$ cat src/rtl/assert_macros.svh
// Assertion helpers shared by the RTL.
`ifndef ASSERT_MACROS_SVH
`define ASSERT_MACROS_SVH

`ifndef NO_ASSERTIONS

// Property checked on every clock edge outside reset.
`define ASSERT_ALWAYS(lbl, clk, rst_n, prop, msg) \
    lbl: assert property (@(posedge clk) disable iff (!rst_n) (prop)) else $error(msg);

// Consequence must hold in the cycle after the trigger.
`define ASSERT_NEXT(lbl, clk, rst_n, ante, cons, msg) \
    lbl: assert property (@(posedge clk) disable iff (!rst_n) (ante) |=> (cons)) \
        else $error(msg);

`else

`define ASSERT_ALWAYS(lbl, clk, rst_n, prop, msg)
`define ASSERT_NEXT(lbl, clk, rst_n, ante, cons, msg)

`endif

`endif

$ cat src/rtl/slts_pkg.sv
package slts_pkg;

    localparam logic [16:0] DAY_SECONDS   = 17'd86400;
    localparam logic [16:0] LAST_SECOND   = 17'd86399;
    localparam logic [15:0] MS_PER_SECOND = 16'd1000;
    localparam logic [15:0] MS_SATURATE   = 16'hFFFF;
    localparam logic [15:0] TIMEOUT_MAX   = 16'hFFFF;

    // Item operation codes
    localparam logic [1:0] OP_TICK       = 2'd0;
    localparam logic [1:0] OP_SECOND     = 2'd1;
    localparam logic [1:0] OP_LOAD_SEC   = 2'd2;

    // Register indexes (paddr[3:2])
    localparam logic [1:0] REG_READ_DIV  = 2'd0;
    localparam logic [1:0] REG_WRITE_DIV = 2'd1;
    localparam logic [1:0] REG_TIMEOUT   = 2'd2;
    localparam logic [1:0] REG_STEP_MS   = 2'd3;

    localparam logic [15:0] RST_READ_DIV  = 16'd9;
    localparam logic [7:0]  RST_WRITE_DIV = 8'd9;
    localparam logic [15:0] RST_TIMEOUT   = 16'd4800;
    localparam logic [9:0]  RST_STEP_MS   = 10'd25;

    typedef struct packed {
        logic [1:0]  operation;
        logic        button_pressed;
        logic [16:0] set_second;
    } t_in;

    typedef struct packed {
        logic        read_strobe;
        logic        write_strobe;
        logic [16:0] stamp_second;
        logic [15:0] stamp_ms;
        logic        stamp_valid;
        logic        day_rollover;
        logic        scope_power;
        logic [31:0] elapsed_ms;
    } t_out;

    typedef struct packed {
        logic [15:0] read_divide_limit;
        logic [7:0]  write_divide_limit;
        logic [15:0] scope_timeout_limit;
        logic [9:0]  stamp_step_ms;
    } t_cfg;

endpackage

$ cat src/rtl/sample_log_tick_scheduler.sv
// An accepted transaction passes through the input register, then the result register,
// to o_data; it waits in them while the receiver stalls with i_stall.
// Throughput: one transaction per cycle unless the receiver stalls; all scheduler state updates in one pass.
// Reset (synchronous, i_rst_n low): counters, time and stamp state cleared, scope power on,
// registers back to defaults, both pipeline stages emptied.
module sample_log_tick_scheduler
    import slts_pkg::*;
(
    input  logic        i_clk,
    input  logic        i_rst_n,
    input  logic        i_valid,
    output logic        o_stall,
    input  t_in         i_data,
    output logic        o_valid,
    input  logic        i_stall,
    output t_out        o_data,
    input  logic        psel,
    input  logic        penable,
    input  logic        pwrite,
    input  logic [3:0]  paddr,
    input  logic [31:0] pwdata,
    output logic [31:0] prdata,
    output logic        pready
);

    t_cfg w_cfg;
    t_out w_result;

    logic r_in_valid;
    t_in  r_in_data;
    logic r_out_valid;
    t_out r_out_data;
    logic w_move;
    logic w_accept;

    slts_cfg u_cfg (
        .i_clk   (i_clk),
        .i_rst_n (i_rst_n),
        .psel    (psel),
        .penable (penable),
        .pwrite  (pwrite),
        .paddr   (paddr),
        .pwdata  (pwdata),
        .prdata  (prdata),
        .pready  (pready),
        .o_cfg   (w_cfg)
    );

    slts_core u_core (
        .i_clk     (i_clk),
        .i_rst_n   (i_rst_n),
        .i_advance (w_move),
        .i_item    (r_in_data),
        .i_cfg     (w_cfg),
        .o_result  (w_result)
    );

    // item moves on when the result register is empty or being drained
    assign w_move   = r_in_valid && (!r_out_valid || !i_stall);
    assign o_stall  = r_in_valid && !w_move;
    assign w_accept = i_valid && !o_stall;

    assign o_valid = r_out_valid;
    assign o_data  = r_out_data;

    always_ff @(posedge i_clk) begin
        if (!i_rst_n) begin
            r_in_valid  <= 1'b0;
            r_out_valid <= 1'b0;
        end else begin
            if (w_accept) begin
                r_in_valid <= 1'b1;
            end else if (w_move) begin
                r_in_valid <= 1'b0;
            end
            if (w_move) begin
                r_out_valid <= 1'b1;
            end else if (!i_stall) begin
                r_out_valid <= 1'b0;
            end
        end
    end

    always_ff @(posedge i_clk) begin
        if (w_accept) begin
            r_in_data <= i_data;
        end
        if (w_move) begin
            r_out_data <= w_result;
        end
    end

endmodule

$ cat src/rtl/slts_cfg.sv
module slts_cfg
    import slts_pkg::*;
(
    input  logic        i_clk,
    input  logic        i_rst_n,
    input  logic        psel,
    input  logic        penable,
    input  logic        pwrite,
    input  logic [3:0]  paddr,
    input  logic [31:0] pwdata,
    output logic [31:0] prdata,
    output logic        pready,
    output t_cfg        o_cfg
);

    t_cfg r_cfg;
    logic w_wr_en;

    assign w_wr_en = psel && penable && pwrite;
    assign pready  = 1'b1;
    assign o_cfg   = r_cfg;

    always_ff @(posedge i_clk) begin
        if (!i_rst_n) begin
            r_cfg.read_divide_limit   <= RST_READ_DIV;
            r_cfg.write_divide_limit  <= RST_WRITE_DIV;
            r_cfg.scope_timeout_limit <= RST_TIMEOUT;
            r_cfg.stamp_step_ms       <= RST_STEP_MS;
        end else if (w_wr_en) begin
            case (paddr[3:2])
                REG_READ_DIV:  r_cfg.read_divide_limit   <= pwdata[15:0];
                REG_WRITE_DIV: r_cfg.write_divide_limit  <= pwdata[7:0];
                REG_TIMEOUT:   r_cfg.scope_timeout_limit <= pwdata[15:0];
                REG_STEP_MS:   r_cfg.stamp_step_ms       <= pwdata[9:0];
                default: ;
            endcase
        end
    end

    always_comb begin
        case (paddr[3:2])
            REG_READ_DIV:  prdata = {16'd0, r_cfg.read_divide_limit};
            REG_WRITE_DIV: prdata = {24'd0, r_cfg.write_divide_limit};
            REG_TIMEOUT:   prdata = {16'd0, r_cfg.scope_timeout_limit};
            REG_STEP_MS:   prdata = {22'd0, r_cfg.stamp_step_ms};
            default:       prdata = 32'd0;
        endcase
    end

endmodule

$ cat src/rtl/slts_core.sv
`include "assert_macros.svh"

module slts_core
    import slts_pkg::*;
(
    input  logic i_clk,
    input  logic i_rst_n,
    input  logic i_advance,
    input  t_in  i_item,
    input  t_cfg i_cfg,
    output t_out o_result
);

    logic [15:0] r_tick_count, n_tick_count;
    logic [7:0]  r_read_count, n_read_count;
    logic [15:0] r_timeout_count, n_timeout_count;
    logic [1:0]  r_quarter_ms, n_quarter_ms;
    logic [31:0] r_ms_total, n_ms_total;
    logic [16:0] r_day_second, n_day_second;
    logic [15:0] r_sub_ms, n_sub_ms;
    logic        r_scope_on, n_scope_on;

    logic [15:0] w_tick_inc;
    logic        w_rd;
    logic [7:0]  w_read_inc;
    logic        w_wr;
    logic [16:0] w_sub_sum;
    logic [16:0] w_sec_inc;
    logic        w_roll;

    assign w_tick_inc = r_tick_count + 16'd1;
    assign w_rd       = w_tick_inc > i_cfg.read_divide_limit;
    assign w_read_inc = w_rd ? r_read_count + 8'd1 : r_read_count;
    assign w_wr       = w_read_inc > i_cfg.write_divide_limit;
    assign w_sub_sum  = {1'b0, r_sub_ms} + {7'd0, i_cfg.stamp_step_ms};
    assign w_sec_inc  = r_day_second + 17'd1;
    assign w_roll     = (i_item.operation == OP_SECOND) && (w_sec_inc >= DAY_SECONDS);

    always_comb begin
        n_tick_count    = r_tick_count;
        n_read_count    = r_read_count;
        n_timeout_count = r_timeout_count;
        n_quarter_ms    = r_quarter_ms;
        n_ms_total      = r_ms_total;
        n_day_second    = r_day_second;
        n_sub_ms        = r_sub_ms;
        n_scope_on      = r_scope_on;

        o_result              = '0;
        case (i_item.operation)
            OP_TICK: begin
                n_tick_count = w_rd ? 16'd0 : w_tick_inc;
                n_read_count = w_wr ? 8'd0 : w_read_inc;
                if (w_wr && (r_timeout_count != TIMEOUT_MAX)) begin
                    n_timeout_count = r_timeout_count + 16'd1;
                end
                n_quarter_ms = r_quarter_ms + 2'd1;
                if (r_quarter_ms == 2'd3) begin
                    n_ms_total = r_ms_total + 32'd1;
                end
                if (w_rd && i_item.button_pressed) begin
                    n_scope_on      = 1'b1;
                    n_timeout_count = 16'd0;
                end
                if (w_wr) begin
                    o_result.stamp_second = r_day_second;
                    o_result.stamp_ms     = r_sub_ms;
                    o_result.stamp_valid  = r_sub_ms < MS_PER_SECOND;
                    n_sub_ms = w_sub_sum[16] ? MS_SATURATE : w_sub_sum[15:0];
                end
                o_result.read_strobe  = w_rd;
                o_result.write_strobe = w_wr;
            end
            OP_SECOND: begin
                n_sub_ms     = 16'd0;
                n_day_second = w_roll ? 17'd0 : w_sec_inc;
            end
            OP_LOAD_SEC: begin
                n_day_second = (i_item.set_second >= DAY_SECONDS) ? LAST_SECOND
                                                                  : i_item.set_second;
            end
            default: ;
        endcase

        // timeout check runs after every item
        if (n_scope_on && (n_timeout_count > i_cfg.scope_timeout_limit)) begin
            n_timeout_count = 16'd0;
            n_scope_on      = 1'b0;
        end

        o_result.day_rollover = w_roll;
        o_result.scope_power  = n_scope_on;
        o_result.elapsed_ms   = n_ms_total;
    end

    always_ff @(posedge i_clk) begin
        if (!i_rst_n) begin
            r_tick_count    <= 16'd0;
            r_read_count    <= 8'd0;
            r_timeout_count <= 16'd0;
            r_quarter_ms    <= 2'd0;
            r_ms_total      <= 32'd0;
            r_day_second    <= 17'd0;
            r_sub_ms        <= 16'd0;
            r_scope_on      <= 1'b1;
        end else if (i_advance) begin
            r_tick_count    <= n_tick_count;
            r_read_count    <= n_read_count;
            r_timeout_count <= n_timeout_count;
            r_quarter_ms    <= n_quarter_ms;
            r_ms_total      <= n_ms_total;
            r_day_second    <= n_day_second;
            r_sub_ms        <= n_sub_ms;
            r_scope_on      <= n_scope_on;
        end
    end

    `ASSERT_ALWAYS(a_day_in_range, i_clk, i_rst_n, r_day_second < DAY_SECONDS, "day second out of range")
    `ASSERT_NEXT(a_wr_clears_reads, i_clk, i_rst_n, i_advance && o_result.write_strobe, r_read_count == 8'd0, "read count not cleared by write strobe")
    `ASSERT_NEXT(a_roll_clears_day, i_clk, i_rst_n, i_advance && o_result.day_rollover, (r_day_second == 17'd0) && (r_sub_ms == 16'd0), "rollover did not clear time")

endmodule

$ cat config.mk
export PLATFORM = sky130hd
export DESIGN_NAME = sample_log_tick_scheduler
export DESIGN_NICKNAME = d
export VERILOG_FILES = /design/src/rtl/slts_pkg.sv /design/src/rtl/sample_log_tick_scheduler.sv /design/src/rtl/slts_cfg.sv /design/src/rtl/slts_core.sv
export VERILOG_INCLUDE_DIRS = /design/src /design/src/rtl
export SDC_FILE = /design/constraint.sdc
export NUM_CORES = 1
export LEC_CHECK = 0
export CORE_ASPECT_RATIO = 2
export CORE_MARGIN = 1
export CORE_UTILIZATION = 50
export DETAILED_ROUTE_END_ITERATION = 12
export DONT_BUFFER_PORTS = 1
export GPL_TIMING_DRIVEN = 0
export PLACE_DENSITY = 0.76
export SLEW_MARGIN = 25
export SYNTH_ARGS = -nofsm -noshare
export SYNTH_HDL_FRONTEND = slang
export SYNTH_HIERARCHICAL = 1
export SYNTH_SLANG_ARGS = --single-unit
$ cat constraint.sdc
create_clock -name i_clk -period 16.2 [get_ports i_clk]
set_clock_uncertainty 0.15 [all_clocks]
set_input_delay 0.81 -clock i_clk [delete_from_list [all_inputs] [get_ports i_clk]]
set_output_delay 0.81 -clock i_clk [all_outputs]
set_load 0.01 [all_outputs]
==> impl_metrics.yaml, run 1 <==
pwr:
  combPwrFrac_pct: 6.0
  swShare_pct: 23.2
  leakagePower_nw: 5.67
  p_switching_mw: 0.308
  intPower_mw: 1.02
  clock_power_share_pct: 42.8
  seqPwrFrac_pct: 51.2
  ir_worst_vdd_mv: 0.0780
  cellPowerDensity_nw_per_um2: 89.0
clocking:
  worst_skew_pair.late_latency_ns: 0.54
  clk_pin_slew_ns: 0.07
  cts_root_buf: "clkbuf_16"
  hold_buffers: 0
  ctsResizeCount: 0
  cts-htree-levels: 1
  clock_sinks: 250
  cts_made_buffers: 24
  post_cts_buffers: 0
  cts_tree: "done"
  cts_buffer_depth: 3
yosys:
  syn_area_per_cell_um2: 9.33
  syn_area_um2: 13600
  syn_inst: 1453
  ys.flop_type: "dfxtp_1"
  ys_async_sr_fraction_pct: 0
  ys_warn_count: 6
  ys_seq_area_share_pct: 43.6
  synth_edf_count: 90
  ys_types: 76
  ys_seq_elements: 250
hold_path:
  hold_path_class: "in2reg"
  hold_path_depth: 0
  holdCritStartpoint: "i_data[0]"
  min_to: "r_in_data[0]"
timing:
  fmax_ghz: 0.103
  final_hold_viol_count: 0
  slew_headroom_pct: 34.0
  setup_viol: 0
  rsz0062_at_grt: "no"
  finalSetupTns_ns: 0
  slew_viol_final: 0
  fin_crit_ns: 9.67
  tightest_slew_ns: 0.981
  finalCritPeriodShare_pct: 59.7
  whs_ns: 0.223
global_routing:
  grt_pass1_wl_um: 56500
  antenna_found_initial: 1
  grt_pass1_vias: 10941
  overflow: 0
  grt_max_degree: 25
  grtUsageTotal_pct: 25.4
status:
  outcome: "finished clean"
worst_setup_path:
  r2r-start: "u_core/r_tick_count[0]"
  path_max_fanout: 10
  cp_data_arrival_time_ns: 9.95
  regToRegSetupSlack_ns: 6.53
  crit_path_start_kind: "register"
  reg2regPathDepth: 35
  crit_path_max_incr_delay_ns: 0.56
  critPathRequiredTime_ns: 16.48
  end_kind: "register"
  worstSetupPathType: "reg2reg"
  r2r_end: "u_core/r_timeout_count[13]"
  critPathSlowestCell: "clkbuf_1"
cells_and_area:
  final_nets: 1622
  postLayoutCellArea_um2: 14900
  final_common_cell: "nand2_1"
  drive_above_1_share_pct: 7.39
  area_delta_synth_final_pct: 10.3
  final_cell_mix: "nand2_1 (177), dfxtp_1 (160), nor2_1 (115)"
route:
  routed_wl_um: 35300
  drc_errors: 0
  via_per_inst: 5.85
  vias: 10895
  drtAntennaViolNets: 0
  drt_iter0_markers: 821
  avgRoutedWirePerCell_um: 19.0
  drt-pass1-iter-count: 5
place:
  placed_area_um2: 14100
  finalWeightedCongestion: 0.977
  dpl.hpwl_um: 27100
  io_buffers: 0
floorplan:
  coreArea_um2: 26500
  fp.dieW_um: 118
  io_pins: 168
  initial_utilization_pct: 51.2
  dieArea_um2: 27800
  rows: 84
  die_y_um: 235
run:
  drv_cap: 0
-- metrics by stage --
stage / utilization, % / std cells / worst slack [ns] / power, mW
after CTS: 56.4 / 1860 / 6.63 / 1.34
final: 56.4 / 1861 / 6.53 / 1.33
after detailed placement: 53.4 / 1816 / 6.66 / 0.774
after global placement: 53.0 / 1812 / 3.70 / 0.772
after floorplan: - / 1468 / 7.65 / 0.748
after global routing: 56.4 / 1861 / 5.71 / 1.38
-- per-layer routing --
layer	track usage, %	share of wire, %	vias up
li1	-	-	5246
met5	0	0	-
met4	17.4	6.8	0
met2	48.2	53	350
met1	25.1	35	5171
met3	3.40	4.5	128
-- how the worst max path moves through the flow --
| stage | slack (ns) | endpoint | cells after the start | startpoint |
|---|---|---|---|---|
| 2_1_floorplan | 7.65 | u_core/r_timeout_count[4] | 7 | i_stall |
| 3_3_place_gp | 3.70 | u_core/r_timeout_count[13] | 7 | i_stall |
| 3_5_place_dp | 6.66 | u_core/r_timeout_count[13] | 35 | u_core/r_tick_count[0] |
| 4_1_cts | 6.63 | u_core/r_timeout_count[13] | 35 | u_core/r_tick_count[0] |
| 5_1_grt | 5.71 | u_core/r_timeout_count[13] | 34 | u_core/r_tick_count[0] |
| 6_report | 6.53 | u_core/r_timeout_count[13] | 35 | u_core/r_tick_count[0] |
-- kinds of logic (layout without fill, tap and decap cells) --
kind of cell	count (synthesis)	after routing	synth area share, %
flip-flops	250	250	43.6
AND/OR/NAND/NOR	569	569	21.7
buffers and inverters	156	204	5.16
adder cells (fa/ha/maj)	61	61	5.69
other	2	18	0.0554
AO/OA/AOI/OAI	250	250	11.8
XOR/XNOR	99	99	6.40
multiplexers	66	66	5.67
-- Yosys cell counts, drive strengths merged, types with 10 or more instances --
library cell,instances,share of area (%)
nand2,178,4.9
dfxtp,160,24
nor2,115,3.2
edfxtp,90,20
o21ai,70,2.6
inv,65,1.8
a21oi,63,2.3
ha,60,5.5
nand3,58,2.5
mux2i,55,4.1
xnor2,52,3.4
clkbuf,48,1.3
xor2,47,3.0
nor3,46,2.1
buf,43,2.0
and2,37,1.7
nand4,26,1.2
and3,22,1.1
nor4,18,1.2
o211ai,16,0.89
a21o,15,0.83
nor2b,14,0.65
o31ai,11,0.61
a31oi,10,0.46
nand3b,10,0.55
o21a,10,0.55
-- worst max-delay path: cells and delay by family (launching register included) --
kind / cells / cell delay [ns]
simple gates: 17 / 3.68
compound gates: 6 / 1.71
fa+ha+maj: 4 / 1.22
buf+inv: 5 / 1.64
xor+xnor: 3 / 0.73
flops: 1 / 0.44
-- power by group through the flow --
stage / Clock (mW) / Combinational [mW] / Sequential, mW
after detailed placement: 0 / 0.0795 / 0.694
final: 0.569 / 0.0800 / 0.680
after global routing: 0.606 / 0.0875 / 0.682
after CTS: 0.582 / 0.0798 / 0.681
after floorplan: 0 / 0.0557 / 0.692
after global placement: 0 / 0.0749 / 0.697
-- registers in the layout, summed over array words and instances, names as in the netlist --
| register | cells |
|---|---|
| u_core/r_timeout_count | 16 |
| r_in_valid | 1 |
| u_cfg/o_cfg | 50 |
| u_core/r_read_count | 8 |
| o_data | 70 |
| u_core/r_day_second | 17 |
| u_core/r_quarter_ms | 2 |
| o_valid | 1 |
| u_core/r_scope_on | 1 |
| r_in_data | 20 |
| u_core/r_tick_count | 16 |
| u_core/r_ms_total | 32 |
| u_core/r_sub_ms | 16 |
-- area by class of cell --
class / count / area, um^2
Inverter: 65 / 246
Sequential cell: 250 / 5910
Clock buffer: 29 / 641
Multi-Input combinational cell: 1062 / 7020
Tap cell: 344 / 430
Timing Repair Buffer: 4 / 93.8
Clock inverter: 15 / 153
Fill cell: 2395 / 11500
Buffer: 91 / 453
Antenna cell: 1 / 2.50
Power figures use the tool's default switching activity.
==> inputs of run 2 (changes only) <==
==> constraint.sdc (replaced) <==
create_clock -name i_clk -period 9.5 [get_ports i_clk]
set_clock_uncertainty 0.15 [all_clocks]
set_input_delay 0.475 -clock i_clk [delete_from_list [all_inputs] [get_ports i_clk]]
set_output_delay 0.475 -clock i_clk [all_outputs]
set_load 0.01 [all_outputs]
==> run 2 against run 1 <==
Effect of this change:
- via count up 1.4%
- die area unchanged
- global-route usage rose by 0.26 points
- first-iteration DRC count grew 3.5%
- non-clock buffer count is 35 higher
- combinational power increased by 87%
- register-to-register slack got worse by 5.9 ns
- sequential power is 71% higher
- critical path depth down 1
- critical path type unchanged
- largest power group unchanged
==> impl_metrics.yaml, run 2 (synthesis results as in run 1) <==
worst_setup_path:
  crit_path_max_incr_delay_ns: 0.45
  critPathSlowestCell: "a2111o_1"
  cp_data_arrival_time_ns: 9.14
  worstSetupPathType: "reg2reg"
  path_max_fanout: 11
  critPathRequiredTime_ns: 9.78
  critical-path-top-delay-family: "simple AND/OR/NAND/NOR gates"
  crit_path_start_kind: "register"
  crit_buf_inv: 4
  end_kind: "register"
  crit_top_cell: "ha_1"
clocking:
  clk_pin_slew_ns: 0.07
  clock_sinks: 250
  worst_skew_pair.late_latency_ns: 0.54
  cts_root_buf: "clkbuf_16"
  cts_buffer_depth: 3
  cts_made_buffers: 24
  cts-htree-levels: 1
  cts_tree: "done"
floorplan:
  initial_utilization_pct: 51.2
  coreArea_um2: 26500
  rows: 84
  fp.dieW_um: 118
  io_pins: 168
  die_y_um: 235
  dieArea_um2: 27800
cells_and_area:
  area_delta_synth_final_pct: 13.1
  final_cell_mix: "nand2_1 (177), dfxtp_1 (160), nor2_1 (115)"
  final_nets: 1657
  drive_above_1_share_pct: 7.67
  final_common_cell: "nand2_1"
  n_antenna_cell: 0
  largest_reg_flops: 70
  final_cell_count_no_fill: 1895
pwr:
  cellPowerDensity_nw_per_um2: 149
  leakagePower_nw: 5.84
  ir_worst_vdd_mv: 0.132
place:
  finalWeightedCongestion: 0.977
  io_buffers: 0
  post-place-ws_ns: -0.0412
  dp.cells: 1816
  dpl.hpwl_um: 27100
global_routing:
  grt_pass1_vias: 11145
  grt_pass1_wl_um: 57200
  grt_max_degree: 25
  gr-usage-met3_pct: 3.52
  met1_usage_pct: 25.1
  antenna_found_initial: 0
  grtUsageTotal_pct: 25.7
  busiest_layer: "met2"
  overflow: 0
  met2_usage_pct: 48.9
timing:
  finalCritPeriodShare_pct: 93.2
  rsz0062_at_grt: "no"
  slew_viol_final: 0
  setup_viol: 0
  tightest_slew_ns: 0.821
  fin_ws_ns: 0.648
  final_hold_viol_count: 0
  fmax_ghz: 0.113
  fin_crit_ns: 8.85
  slew_headroom_pct: 44.8
route:
  drc_errors: 0
  vias: 11046
  drtAntennaViolNets: 0
  routed_wl_um: 35800
  avgRoutedWirePerCell_um: 18.9
  drt-pass1-iter-count: 5
  drt_iter0_markers: 850
  via_per_inst: 5.83
hold_path:
  hold_path_class: "in2reg"
status:
  outcome: "finished clean"
run:
  drv_cap: 0
==> run 2: stage by stage <==
stage	util, %	hold slack (ns)	TNS, ns	instance area, um^2	power [mW]
after floorplan	-	0.290	0	13600	1.27
after global placement	53.0	0.296	-148.15	14000	1.32
after detailed placement	53.4	0.311	-0.105	14100	1.32
after CTS	57.8	0.0136	0	15300	2.30
after global routing	57.9	0.0413	0	15300	2.36
final	57.9	0.0331	0	15300	2.28
==> run 2: final timing paths <==
kind / start / end / slack (ns) / cells after the start
worst max-delay path: u_core/r_tick_count[0] / u_core/r_timeout_count[13] / 0.65 / 34
worst min-delay path: pwdata[1] / u_cfg/o_cfg[27] / 0.03 / 2
worst max register to register: u_core/r_tick_count[0] / u_core/r_timeout_count[13] / 0.65 / 34
worst min register to register: u_core/r_quarter_ms[1] / u_core/r_quarter_ms[1] / 0.32 / 2
==> run 2: worst register-to-register path, delay by kind of cell, from the launching register on <==
kind                     cells  cell delay, ns
buffers and inverters        4            1.25
AND/OR/NAND/NOR             14            2.89
AO/OA/AOI/OAI                9            2.33
XOR/XNOR                     3            0.59
adder cells (fa/ha/maj)      4            1.11
flip-flops                   1            0.44
==> run 2: power by group <==
part / internal, mW / switching [mW]
combinational: 0.0552 / 0.0951
sequential: 1.14 / 0.0255
clock: 0.562 / 0.411
==> run 2: timing repair <==
action	4_1_cts	5_1_grt
hold endpoints to repair	55	0
hold buffers	36	0
resized for setup	0	9
setup buffers	0	0
gates cloned	0	0
endpoints found under the setup margin	8	18
==> run 2: layout make-up <==
class / count / area, um^2
fill: 2362 / 11200
buffer: 90 / 450
tap: 344 / 430
timing repair buffer: 40 / 454
clock buffer: 29 / 641
multi-input combinational: 1062 / 7050
sequential: 250 / 5910
clock inverter: 15 / 153
inverter: 65 / 246
==> run 2: metal layers <==
metal | vias to the layer above | share of wire [%]
li1 | 5311 | -
met1 | 5225 | 35
met2 | 385 | 54
met3 | 125 | 4.8
met4 | 0 | 6.8
met5 | - | 0
